==> src/rtl/vital_sign_baseline_tracker_unit_macros.svh <==
// ----------------------------------------------------------------------------
// vital sign baseline tracker assertion macros
// implication checks that can be compiled out with NO_ASSERTIONS
// ----------------------------------------------------------------------------
`ifndef VITAL_SIGN_BASELINE_TRACKER_UNIT_MACROS_SVH
`define VITAL_SIGN_BASELINE_TRACKER_UNIT_MACROS_SVH

`ifndef NO_ASSERTIONS
// same-cycle implication
`define VSBT_ASSERT_IMP(label, clk, rst_n, ante, cons) \
	label: assert property (@(posedge clk) disable iff (!rst_n) (ante) |-> (cons)) \
		else $error("vsbt check failed");
// next-cycle implication
`define VSBT_ASSERT_NXT(label, clk, rst_n, ante, cons) \
	label: assert property (@(posedge clk) disable iff (!rst_n) (ante) |=> (cons)) \
		else $error("vsbt check failed");
`else
`define VSBT_ASSERT_IMP(label, clk, rst_n, ante, cons)
`define VSBT_ASSERT_NXT(label, clk, rst_n, ante, cons)
`endif

`endif

==> src/rtl/vsbt_pkg.sv <==
// ----------------------------------------------------------------------------
// vsbt_pkg
// types, constants and microcode rom of the vital sign baseline tracker
// ----------------------------------------------------------------------------
package vsbt_pkg;

	localparam int VAL_W  = 16;
	localparam int STEP_W = 4;
	localparam int CFG_W  = 2;

	// register indexes
	localparam logic [CFG_W-1:0] REG_STEADY_RATE = 2'd0;
	localparam logic [CFG_W-1:0] REG_SKIP_THRESH = 2'd1;
	localparam logic [CFG_W-1:0] REG_MIN_SAMPLES = 2'd2;

	// register reset values
	localparam logic [VAL_W-1:0] STEADY_RATE_RST = 16'd1311;
	localparam logic [VAL_W-1:0] SKIP_THRESH_RST = 16'd39322;
	localparam logic [VAL_W-1:0] MIN_SAMPLES_RST = 16'd30;

	// baseline reset values, q8.8
	localparam logic [VAL_W-1:0] REST_RST   = 16'd18432;
	localparam logic [VAL_W-1:0] SPREAD_RST = 16'd3072;
	localparam logic [VAL_W-1:0] SPO2_RST   = 16'd24960;
	localparam logic [VAL_W-1:0] TEMP_RST   = 16'd9318;

	localparam logic [VAL_W-1:0] BOOT_RATE    = 16'd9830;
	localparam logic [VAL_W-1:0] SPREAD_FLOOR = 16'd1536;
	localparam logic [VAL_W-1:0] COUNT_MAX    = 16'hFFFF;
	localparam logic [VAL_W:0]   RATE_ONE     = 17'h10000;

	// baseline channels
	localparam logic [1:0] CH_REST   = 2'd0;
	localparam logic [1:0] CH_SPREAD = 2'd1;
	localparam logic [1:0] CH_SPO2   = 2'd2;
	localparam logic [1:0] CH_TEMP   = 2'd3;

	// program addresses
	localparam logic [STEP_W-1:0] ST_CAPTURE = 4'd0;
	localparam logic [STEP_W-1:0] ST_EMIT    = 4'd14;

	typedef struct packed {
		logic             sample_valid;
		logic [VAL_W-1:0] heart_rate;
		logic [VAL_W-1:0] oxygen_sat;
		logic [VAL_W-1:0] body_temp;
		logic [VAL_W-1:0] risk_score;
	} in_item_t;

	typedef struct packed {
		logic             updated;
		logic [VAL_W-1:0] rest_rate;
		logic [VAL_W-1:0] rate_spread;
		logic [VAL_W-1:0] oxygen_base;
		logic [VAL_W-1:0] temp_base;
		logic             is_ready;
	} out_item_t;

	typedef enum logic [1:0] {
		J_NEXT,
		J_WAIT_IN,
		J_SKIP,
		J_WAIT_OUT
	} jump_t;

	typedef struct packed {
		logic              take_in;
		logic              mul_keep;
		logic [1:0]        chan;
		logic              ld_acc;
		logic              wr_avg;
		logic              ld_spread;
		logic              bump_cnt;
		logic              set_rdy;
		logic              emit;
		jump_t             jump;
		logic [STEP_W-1:0] target;
	} ctrl_t;

	typedef struct packed {
		logic in_req;
		logic skip;
		logic out_busy;
	} status_t;

	// microcode rom: one control word per step
	function automatic ctrl_t ucode(input logic [STEP_W-1:0] step);
		ctrl_t w;
		w        = '0;
		w.jump   = J_NEXT;
		w.target = ST_CAPTURE;
		case (step)
			4'd0: begin
				w.take_in = 1'b1;
				w.jump    = J_WAIT_IN;
			end
			4'd1: begin
				w.mul_keep = 1'b1;
				w.chan     = CH_REST;
				w.jump     = J_SKIP;
				w.target   = ST_EMIT;
			end
			4'd2: begin
				w.chan   = CH_REST;
				w.ld_acc = 1'b1;
			end
			4'd3: begin
				w.chan   = CH_REST;
				w.wr_avg = 1'b1;
			end
			4'd4: begin
				w.mul_keep  = 1'b1;
				w.chan      = CH_SPREAD;
				w.ld_spread = 1'b1;
			end
			4'd5: begin
				w.chan   = CH_SPREAD;
				w.ld_acc = 1'b1;
			end
			4'd6: begin
				w.chan   = CH_SPREAD;
				w.wr_avg = 1'b1;
			end
			4'd7: begin
				w.mul_keep = 1'b1;
				w.chan     = CH_SPO2;
			end
			4'd8: begin
				w.chan   = CH_SPO2;
				w.ld_acc = 1'b1;
			end
			4'd9: begin
				w.chan   = CH_SPO2;
				w.wr_avg = 1'b1;
			end
			4'd10: begin
				w.mul_keep = 1'b1;
				w.chan     = CH_TEMP;
			end
			4'd11: begin
				w.chan   = CH_TEMP;
				w.ld_acc = 1'b1;
			end
			4'd12: begin
				w.chan     = CH_TEMP;
				w.wr_avg   = 1'b1;
				w.bump_cnt = 1'b1;
			end
			4'd13: begin
				w.set_rdy = 1'b1;
			end
			4'd14: begin
				w.emit   = 1'b1;
				w.jump   = J_WAIT_OUT;
				w.target = ST_CAPTURE;
			end
			default: begin
				w.jump   = J_WAIT_OUT;
				w.target = ST_CAPTURE;
			end
		endcase
		return w;
	endfunction

endpackage

==> src/rtl/vital_sign_baseline_tracker_unit.sv <==
// ----------------------------------------------------------------------------
// vital_sign_baseline_tracker_unit
// exponential moving baselines of resting heart rate, spread, spo2 and temp
// ----------------------------------------------------------------------------
// each request carries one vital-sign sample and yields exactly one result
// with the baselines after that sample. a sample folded into the baselines
// runs the whole 15-step microprogram in the sequencer rom: one capture step,
// four channels of three steps each on the single shared 16x17 multiplier
// (keep product, take product, write back; the spread sample is formed in the
// first step of its channel and the count is bumped in the last temperature
// step), one ready step and one emit step; the result register loads in the
// emit step. an invalid or skipped sample jumps from the first multiply step
// straight to emit. a new request is taken as soon as the sequencer is back
// at its capture step, even while the previous result still sits in the
// output register; the emit step then waits for as long as that result is
// stalled, which delays both that sample's result and the next request.
// configuration writes are taken at any time but belong to idle periods.
// ----------------------------------------------------------------------------
module vital_sign_baseline_tracker_unit import vsbt_pkg::*; (
	input  logic             clk,
	input  logic             arst_n,
	// sample request channel
	input  logic             in_valid,
	output logic             in_stall,
	input  in_item_t         in_data,
	// result channel
	output logic             out_valid,
	input  logic             out_stall,
	output out_item_t        out_data,
	// configuration write port
	input  logic             cfg_we,
	input  logic [CFG_W-1:0] cfg_index,
	input  logic [VAL_W-1:0] cfg_data
);

	// control word of the current step
	ctrl_t   ctrl;
	// datapath conditions for the jump logic
	status_t status;

	// requests are only taken at the capture step
	assign in_stall = !ctrl.take_in;

	// step counter and microcode rom
	vsbt_seq u_seq (
		.clk    (clk),
		.arst_n (arst_n),
		.status (status),
		.ctrl   (ctrl)
	);

	// baselines, shared multiplier and result register
	vsbt_dp u_dp (
		.clk       (clk),
		.arst_n    (arst_n),
		.ctrl      (ctrl),
		.in_valid  (in_valid),
		.in_data   (in_data),
		.out_stall (out_stall),
		.out_valid (out_valid),
		.out_data  (out_data),
		.cfg_we    (cfg_we),
		.cfg_index (cfg_index),
		.cfg_data  (cfg_data),
		.status    (status)
	);

endmodule

==> src/rtl/vsbt_seq.sv <==
// ----------------------------------------------------------------------------
// vsbt_seq
// step counter, microcode rom and conditional jumps
// ----------------------------------------------------------------------------
module vsbt_seq import vsbt_pkg::*; (
	input  logic    clk,
	input  logic    arst_n,
	input  status_t status,
	output ctrl_t   ctrl
);

	logic [STEP_W-1:0] step_q;
	logic [STEP_W-1:0] step_nxt;
	logic [STEP_W-1:0] step_inc;

	assign ctrl     = ucode(step_q);
	assign step_inc = step_q + 1'b1;

	always_comb begin
		case (ctrl.jump)
			J_NEXT:     step_nxt = step_inc;
			J_WAIT_IN:  step_nxt = status.in_req ? step_inc : step_q;
			J_SKIP:     step_nxt = status.skip ? ctrl.target : step_inc;
			J_WAIT_OUT: step_nxt = status.out_busy ? step_q : ctrl.target;
			default:    step_nxt = ST_CAPTURE;
		endcase
	end

	always_ff @(posedge clk or negedge arst_n) begin
		if (!arst_n) begin
			step_q <= ST_CAPTURE;
		end else begin
			step_q <= step_nxt;
		end
	end

endmodule

==> src/rtl/vsbt_dp.sv <==
// ----------------------------------------------------------------------------
// vsbt_dp
// baseline datapath: config registers, one shared multiplier, accumulator
// ----------------------------------------------------------------------------
`include "vital_sign_baseline_tracker_unit_macros.svh"

module vsbt_dp import vsbt_pkg::*; (
	input  logic             clk,
	input  logic             arst_n,
	input  ctrl_t            ctrl,
	input  logic             in_valid,
	input  in_item_t         in_data,
	input  logic             out_stall,
	output logic             out_valid,
	output out_item_t        out_data,
	input  logic             cfg_we,
	input  logic [CFG_W-1:0] cfg_index,
	input  logic [VAL_W-1:0] cfg_data,
	output status_t          status
);

	logic [VAL_W-1:0] steady_q, skip_thr_q, min_smp_q;
	logic [VAL_W-1:0] rest_q, spread_q, spo2_q, temp_q;
	logic [VAL_W-1:0] count_q;
	logic             ready_q;
	logic [VAL_W-1:0] hr_q, oxy_q, tmp_q, rate_q, sprd_smp_q;
	logic             accept_q;
	logic [VAL_W:0]   acc_q;
	logic [2*VAL_W:0] prod_s1;
	logic             out_valid_q;
	out_item_t        out_q;

	logic             take;
	logic             emit_go;
	logic [VAL_W-1:0] old_op, x_op, mul_a, diff;
	logic [VAL_W:0]   mul_b;
	logic [VAL_W+1:0] sum;
	logic [VAL_W-1:0] sum_sat;

	assign take    = ctrl.take_in && in_valid;
	assign emit_go = ctrl.emit && !(out_valid_q && out_stall);

	assign status.in_req   = in_valid;
	assign status.skip     = !accept_q;
	assign status.out_busy = out_valid_q && out_stall;

	// operand select
	always_comb begin
		case (ctrl.chan)
			CH_REST:   begin old_op = rest_q;   x_op = hr_q;       end
			CH_SPREAD: begin old_op = spread_q; x_op = sprd_smp_q; end
			CH_SPO2:   begin old_op = spo2_q;   x_op = oxy_q;      end
			CH_TEMP:   begin old_op = temp_q;   x_op = tmp_q;      end
			default:   begin old_op = rest_q;   x_op = hr_q;       end
		endcase
	end

	assign mul_a = ctrl.mul_keep ? old_op : x_op;
	assign mul_b = ctrl.mul_keep ? (RATE_ONE - {1'b0, rate_q}) : {1'b0, rate_q};

	// keep term plus take term, clamped
	assign sum     = {1'b0, acc_q} + {2'b00, prod_s1[2*VAL_W-1:VAL_W]};
	assign sum_sat = (sum > {2'b00, COUNT_MAX}) ? COUNT_MAX : sum[VAL_W-1:0];

	// spread sample against the new resting rate
	assign diff = (hr_q >= rest_q) ? (hr_q - rest_q) : (rest_q - hr_q);

	always_ff @(posedge clk) begin
		prod_s1 <= mul_a * mul_b;
		if (ctrl.ld_acc) begin
			acc_q <= prod_s1[2*VAL_W:VAL_W];
		end
		if (ctrl.ld_spread) begin
			sprd_smp_q <= (diff < SPREAD_FLOOR) ? SPREAD_FLOOR : diff;
		end
		if (take) begin
			hr_q   <= in_data.heart_rate;
			oxy_q  <= in_data.oxygen_sat;
			tmp_q  <= in_data.body_temp;
			rate_q <= ready_q ? steady_q : BOOT_RATE;
		end
		if (emit_go) begin
			out_q.updated     <= accept_q;
			out_q.rest_rate   <= rest_q;
			out_q.rate_spread <= spread_q;
			out_q.oxygen_base <= spo2_q;
			out_q.temp_base   <= temp_q;
			out_q.is_ready    <= ready_q;
		end
	end

	always_ff @(posedge clk or negedge arst_n) begin
		if (!arst_n) begin
			steady_q    <= STEADY_RATE_RST;
			skip_thr_q  <= SKIP_THRESH_RST;
			min_smp_q   <= MIN_SAMPLES_RST;
			rest_q      <= REST_RST;
			spread_q    <= SPREAD_RST;
			spo2_q      <= SPO2_RST;
			temp_q      <= TEMP_RST;
			count_q     <= '0;
			ready_q     <= 1'b0;
			accept_q    <= 1'b0;
			out_valid_q <= 1'b0;
		end else begin
			if (cfg_we) begin
				case (cfg_index)
					REG_STEADY_RATE: steady_q   <= cfg_data;
					REG_SKIP_THRESH: skip_thr_q <= cfg_data;
					REG_MIN_SAMPLES: min_smp_q  <= cfg_data;
					default: ;
				endcase
			end
			if (take) begin
				accept_q <= in_data.sample_valid &&
					!(ready_q && (in_data.risk_score >= skip_thr_q));
			end
			if (ctrl.wr_avg) begin
				case (ctrl.chan)
					CH_REST:   rest_q   <= sum_sat;
					CH_SPREAD: spread_q <= sum_sat;
					CH_SPO2:   spo2_q   <= sum_sat;
					CH_TEMP:   temp_q   <= sum_sat;
					default: ;
				endcase
			end
			if (ctrl.bump_cnt && (count_q != COUNT_MAX)) begin
				count_q <= count_q + 1'b1;
			end
			if (ctrl.set_rdy && (count_q >= min_smp_q)) begin
				ready_q <= 1'b1;
			end
			if (emit_go) begin
				out_valid_q <= 1'b1;
			end else if (!out_stall) begin
				out_valid_q <= 1'b0;
			end
		end
	end

	assign out_valid = out_valid_q;
	assign out_data  = out_q;

	`VSBT_ASSERT_NXT(a_ready_sticks, clk, arst_n, ready_q, ready_q)
	`VSBT_ASSERT_NXT(a_count_sat, clk, arst_n, count_q == COUNT_MAX, count_q == COUNT_MAX)
	`VSBT_ASSERT_NXT(a_avg_only_on_write, clk, arst_n, !ctrl.wr_avg,
		$stable(rest_q) && $stable(spread_q) && $stable(spo2_q) && $stable(temp_q))
	`VSBT_ASSERT_IMP(a_out_load_from_emit, clk, arst_n, $rose(out_valid_q), $past(ctrl.emit))
	`VSBT_ASSERT_IMP(a_no_update_on_skip, clk, arst_n, ctrl.wr_avg || ctrl.bump_cnt, accept_q)

endmodule

==> config.mk <==
export PLATFORM = sky130hd
export DESIGN_NAME = vital_sign_baseline_tracker_unit
export DESIGN_NICKNAME = d
export VERILOG_FILES = /design/src/rtl/vsbt_pkg.sv /design/src/rtl/vital_sign_baseline_tracker_unit.sv /design/src/rtl/vsbt_seq.sv /design/src/rtl/vsbt_dp.sv
export VERILOG_INCLUDE_DIRS = /design/src /design/src/rtl
export SDC_FILE = /design/constraint.sdc
export NUM_CORES = 1
export LEC_CHECK = 0
export ABC_AREA = 1
export BUFFER_PORTS_ARGS = -buffer_cell sky130_fd_sc_hd__buf_2
export CAP_MARGIN = 30
export CELL_PAD_IN_SITES_DETAIL_PLACEMENT = 0
export CELL_PAD_IN_SITES_GLOBAL_PLACEMENT = 1
export CORE_MARGIN = 3
export CORE_UTILIZATION = 48
export DETAILED_ROUTE_END_ITERATION = 6
export PLACE_DENSITY_LB_ADDON = 0.1
export SLEW_MARGIN = 10
export SYNTH_ARGS = -nofsm -noshare
export SYNTH_HDL_FRONTEND = slang
export SYNTH_HIERARCHICAL = 1
export SYNTH_SLANG_ARGS = --single-unit
export TNS_END_PERCENT = 50
==> constraint.sdc <==
create_clock -name clk -period 9.4 [get_ports clk]
set_input_delay 0.47 -clock clk [delete_from_list [all_inputs] [get_ports clk]]
set_output_delay 0.47 -clock clk [all_outputs]
set_load 0.005 [all_outputs]
==> metrics, run 1 <==
die width 233 um; Period minus WS final about 8900 ps; worst slew pin tran between 900 and 1000 ps; post-DP HPWL 60,900 um; net count after synthesis roughly 3,300; type of the worst setup path flop to flop; Setup-failing EPs final 0; Final Max Slew Viols 0; area of the mapped netlist 24,700 sq um; CP max FO 26; Area growth syn-to-layout 11.4%; Max Cap Viol 0; Die ar. 54,200 sq um; # IOs 156; RSZ-0062 raised after global routing no; # diodes 0; CP Buf/Inv Count 8; Setup crit end kind flop; fin crit share a little over nine tenths; reg2reg start u_seq/step_q[0]; vias per inst around 5.4; DRT Pass-1 Iters 7; Crit. Startpoint u_seq/step_q[0]; Avg Cell Area, Syn 8.66 sq um; CP top delay family adder cells; arrival time worst endpoint 9330 ps; FP Rows slightly above 80; Worst Skew between 15 and 20 ps; hold slack 104 ps; Initial Util 48.9%; Clock Latency Late Sink 540 ps; final wirelength roughly 77,000 um; critical path data required time 9830 ps; DRT antenna net count 0; TritonCTS Buffers 38; nets@finish 3,495; Top cell by count, worst path inv_1; min-delay src in_data[24]; CTS tree yes; Max Fclk 112 MHz; Max stage delay on crit path 760 ps; Gate Count Post-Synth 2,849; CTS sink count 315; Worst-path clk slew 60 ps; DR WL/cell 20.7 um; relative slew slack 35.7%; vias 19,874; IO buf count roughly 160; Setup TNS 0 ps; pin count of the biggest net entering global routing 73; HP Class input port to flop; status finished, final reports clean; Die H 233 um; FILL cells 4,738; vias in the first global route ~20,000; share of layout cells above drive strength 1 11.5%; Final Hold Viols 0; CTS H-tree lvls 2; Root Driver clkbuf_16; CP startpoint kind flop; routability cong. 0.961; initial antenna violation count 0; DRT iter0 DRCs roughly 1,700; total gr overflow 0; CP max-delay cell a221oi_1; deepest clock path buffer count 3; first-pass GRT wire length ~120,000 um; Ys Warns 6; drc violations 0; Tot GR Track Use 28.9%; core area 50,500 sq um
==> final timing paths <==
path / to / cells past startpoint / slack, ps
worst min-delay path: u_dp/tmp_q[8] / 1 / 100
max in group asynchronous: u_dp/rest_q[11] / 4 / 7680
min in group asynchronous: u_dp/skip_thr_q[0] / 2 / 490
worst max register to register: u_dp/prod_s1[27] / 32 / 500
worst min register to register: u_dp/out_data[65] / 0 / 450
worst max-delay path: u_dp/prod_s1[27] / 32 / 500
==> metal layers <==
layer  global-route usage (%)  up-vias  share of wire, %  wire length, um
met3                     6.05      108               7.9             6050
met1                     42.8     9741                46            35700
li1                         -     9289                 -                -
met2                     42.7      736                43            32800
met4                     8.76        0               3.0             2330
met5                        0        -                 0                0
==> per-stage QoR <==
step / instance area [sq um] / std cells / utilization (%) / setup slack (ps)
floorplan: 24700 / 2849 / - / 2210
global placement: 26200 / 3636 / 51.9 / 743
detailed placement: 26200 / 3637 / 51.9 / 637
CTS: 27400 / 3708 / 54.3 / 588
global route: 27500 / 3711 / 54.5 / 30.6
finish: 27500 / 3711 / 54.5 / 503
==> repair_timing <==
item                      4_1_cts  5_1_grt
hold buffers                    1        0
resized for setup               0        0
hold endpoints to repair       44        0
setup buffers                   0        0
==> layout by cell type, fill, tap and decap left out, types with 7 or more instances in the layout <==
cell type	count
dfstp_2	33
xnor2_1	20
edfxtp_1	163
inv_2	8
clkbuf_1	8
clkbuf_16	38
nand2_1	732
buf_4	30
inv_1	493
o21ai_0	128
dfxtp_1	17
nand2_2	11
clkinv_1	8
clkbuf_8	8
buf_2	154
dfrtp_1	102
a21oi_1	132
nor2_2	14
xor2_1	41
o21bai_1	9
nand3_1	84
o21a_1	9
nor2_1	229
fa_1	210
a221oi_1	7
or2_2	12
nor3_1	18
ha_1	188
o21ai_1	10
nand4_1	38
==> final cells by class <==
| class | instances | area, sq um | area share [%] |
|---|---|---|---|
| clock buffer | 54 | 1090 | 3.97 |
| clock inverter | 16 | 111 | 0.405 |
| inverter | 507 | 1910 | 6.93 |
| multi-input combinational | 1957 | 13800 | 50.2 |
| sequential | 315 | 8650 | 31.5 |
| tap | 672 | 841 | 3.06 |
| timing repair buffer | 190 | 1090 | 3.97 |
==> worst reg2reg max path: cells and delay by family (launching register included) <==
kind / cells / cell delay, ps
AOI/OAI and AO/OA: 7 / 1920
buffers and inverters: 8 / 1410
adders and majority gates: 8 / 3730
DFF: 1 / 440
and+or+nand+nor: 9 / 1280
==> flip-flops by register name, summed over array words and instances, names as in the netlist <==
signal           count
u_dp/acc_q          17
u_dp/accept_q        1
u_dp/count_q        16
u_dp/hr_q           16
u_dp/min_smp_q      16
u_dp/out_data       66
u_dp/out_valid       1
u_dp/oxy_q          16
u_dp/prod_s1        17
u_dp/rate_q         16
u_dp/ready_q         1
u_dp/rest_q         16
u_dp/skip_thr_q     16
u_dp/spo2_q         16
u_dp/sprd_smp_q     16
u_dp/spread_q       16
u_dp/steady_q       16
u_dp/temp_q         16
u_dp/tmp_q          16
u_seq/step_q         4
Power of run 1 is not shown: default switching activity piles up to over one toggle a cycle in this logic, so the estimate is an artifact.
==> run 2, diff against run 1 <==
--- a/config.mk
+++ b/config.mk
@@ -6,15 +6,16 @@
 export SDC_FILE = /design/constraint.sdc
 export NUM_CORES = 1
 export LEC_CHECK = 0
-export ABC_AREA = 1
+export ABC_AREA = 0
 export BUFFER_PORTS_ARGS = -buffer_cell sky130_fd_sc_hd__buf_2
 export CAP_MARGIN = 30
 export CELL_PAD_IN_SITES_DETAIL_PLACEMENT = 0
 export CELL_PAD_IN_SITES_GLOBAL_PLACEMENT = 1
-export CORE_MARGIN = 3
-export CORE_UTILIZATION = 48
+export CORE_MARGIN = 2
+export CORE_UTILIZATION = 50
 export DETAILED_ROUTE_END_ITERATION = 6
 export PLACE_DENSITY_LB_ADDON = 0.1
+export REMOVE_ABC_BUFFERS = 1
 export SLEW_MARGIN = 10
 export SYNTH_ARGS = -nofsm -noshare
 export SYNTH_HDL_FRONTEND = slang
==> run 2 against run 1 <==
Die area down 7.2%. Critical path depth is 1 lower. Worst hold slack worse by 7.5 ps. Via count down 12%. Area after synthesis is 1.7% lower. Utilization up 2.6 points. Non-clock buffer count increased by 31. Final cell count fell by 16%. Highest routed layer unchanged.
==> metrics, run 2 <==
Avg Cell Area, Syn ~11 sq um; hold slack 96.2 ps; relative slew slack 31.9%; CTS tree yes; # IOs 156; Die H approximately 220 um; final wirelength 65,800 um; DR WL/cell 21.0 um; fin crit share 93.2%; DRT Pass-1 Iters 5; die width 224 um; arrival time worst endpoint 9230 ps; Die ar. between 50,000 and 60,000 sq um; Max Cap Viol 0; commonest non-fill, non-tap cell in the layout inv_1; DRT iter0 DRCs 1,295; Setup-failing EPs final 0; max FFs per register 66; HP Class input port to flop; dpl ws 689 ps; CTS H-tree lvls 2; core area 47,800 sq um; initial antenna violation count 0; Root Driver clkbuf_16; Period minus WS final approximately 8800 ps; CP max-delay cell fa_1; Final Hold Viols 0; Area growth syn-to-layout 12.6%; status finished, final reports clean; Worst Skew 19.0 ps; drc violations 0; area of the mapped netlist 24,200 sq um; Max Fclk 114 MHz; Final Core Density 57.1%; Worst-path clk slew 60 ps; vias per inst approximately 5.6; vias in the first global route 17,757; CP startpoint kind flop; Final Max Slew Viols 0; Max stage delay on crit path 570 ps; worst slew pin tran around 1000 ps; post-DP HPWL 52,700 um; total gr overflow 0; Setup crit end kind flop; first-pass GRT wire length 103,000 um; critical path data required time 9870 ps; CP max FO 32; DRT antenna net count 0; pin count of the biggest net entering global routing 72; most frequent cells in the layout inv_1 (330), nand2_1 (277), fa_1 (210), ha_1 (188), edfxtp_1 (163); FP Rows 80; Setup TNS 0 ps; Final WS setup between 600 and 700 ps; Tot GR Track Use 26.8%; type of the worst setup path flop to flop; Clock Latency Late Sink 550 ps; RSZ-0062 raised after global routing no; deepest clock path buffer count 3; Initial Util 50.7%; nets@finish 2,974; TritonCTS Buffers 36; Gate Count Post-Synth about 2,300; routability cong. between 0.9 and 1; IO buf count 155; Ys Warns 6; share of layout cells above drive strength 1 17.3%; CTS sink count roughly 320; vias ~18,000
## run 2: what timing repair did
item	4_1_cts	5_1_grt
hold buffers	1	0
hold endpoints to repair	51	0
resized for setup	0	0
setup buffers	0	0
## run 2: metrics by stage
step,cell area [sq um],cells
2_1_floorplan,23900,2229
3_3_place_gp,26000,3058
3_5_place_dp,26000,3064
4_1_cts,27300,3131
5_1_grt,27300,3131
6_report,27300,3132
## run 2: worst paths after layout
kind,from,endpoint,slack [ps],depth (start not counted)
worst min register to register,u_dp/prod_s1[21],u_dp/acc_q[5],420,0
min in group asynchronous,arst_n,u_dp/skip_thr_q[6],490,2
worst max-delay path,u_seq/step_q[0],u_dp/prod_s1[32],640,31
worst max register to register,u_seq/step_q[0],u_dp/prod_s1[32],640,31
worst min-delay path,in_data[30],u_dp/tmp_q[14],100,1
max in group asynchronous,arst_n,u_dp/temp_q[4],7550,3
## run 2: worst max-delay path: cells and delay by family, from the launching register on
kind / cells / cell delay (ps)
adder cells (fa/ha/maj): 8 / 3790
XOR/XNOR: 1 / 130
AND/OR/NAND/NOR: 4 / 1320
AO/OA/AOI/OAI: 9 / 1780
flip-flops: 1 / 430
buffers and inverters: 9 / 1180
## run 2: layout make-up
type | count | area, sq um
clock inverter | 21 | 285
multi-input combinational | 1580 | 14000
sequential | 315 | 8650
tap | 615 | 769
timing repair buffer | 221 | 1330
inverter | 334 | 1250
fill | 4082 | 20500
clock buffer | 45 | 987
antenna | 1 | 2.50
## run 2: per-layer routing
metal | vias to the layer above | global-route usage (%) | wire length (um)
met3 | 96 | 3.02 | 3450
met2 | 508 | 44.3 | 31600
met4 | 0 | 7.01 | 1520
li1 | 8128 | - | -
met5 | - | 0 | 0
met1 | 8841 | 37.8 | 29200
Power of run 2 is left out for the same reason.
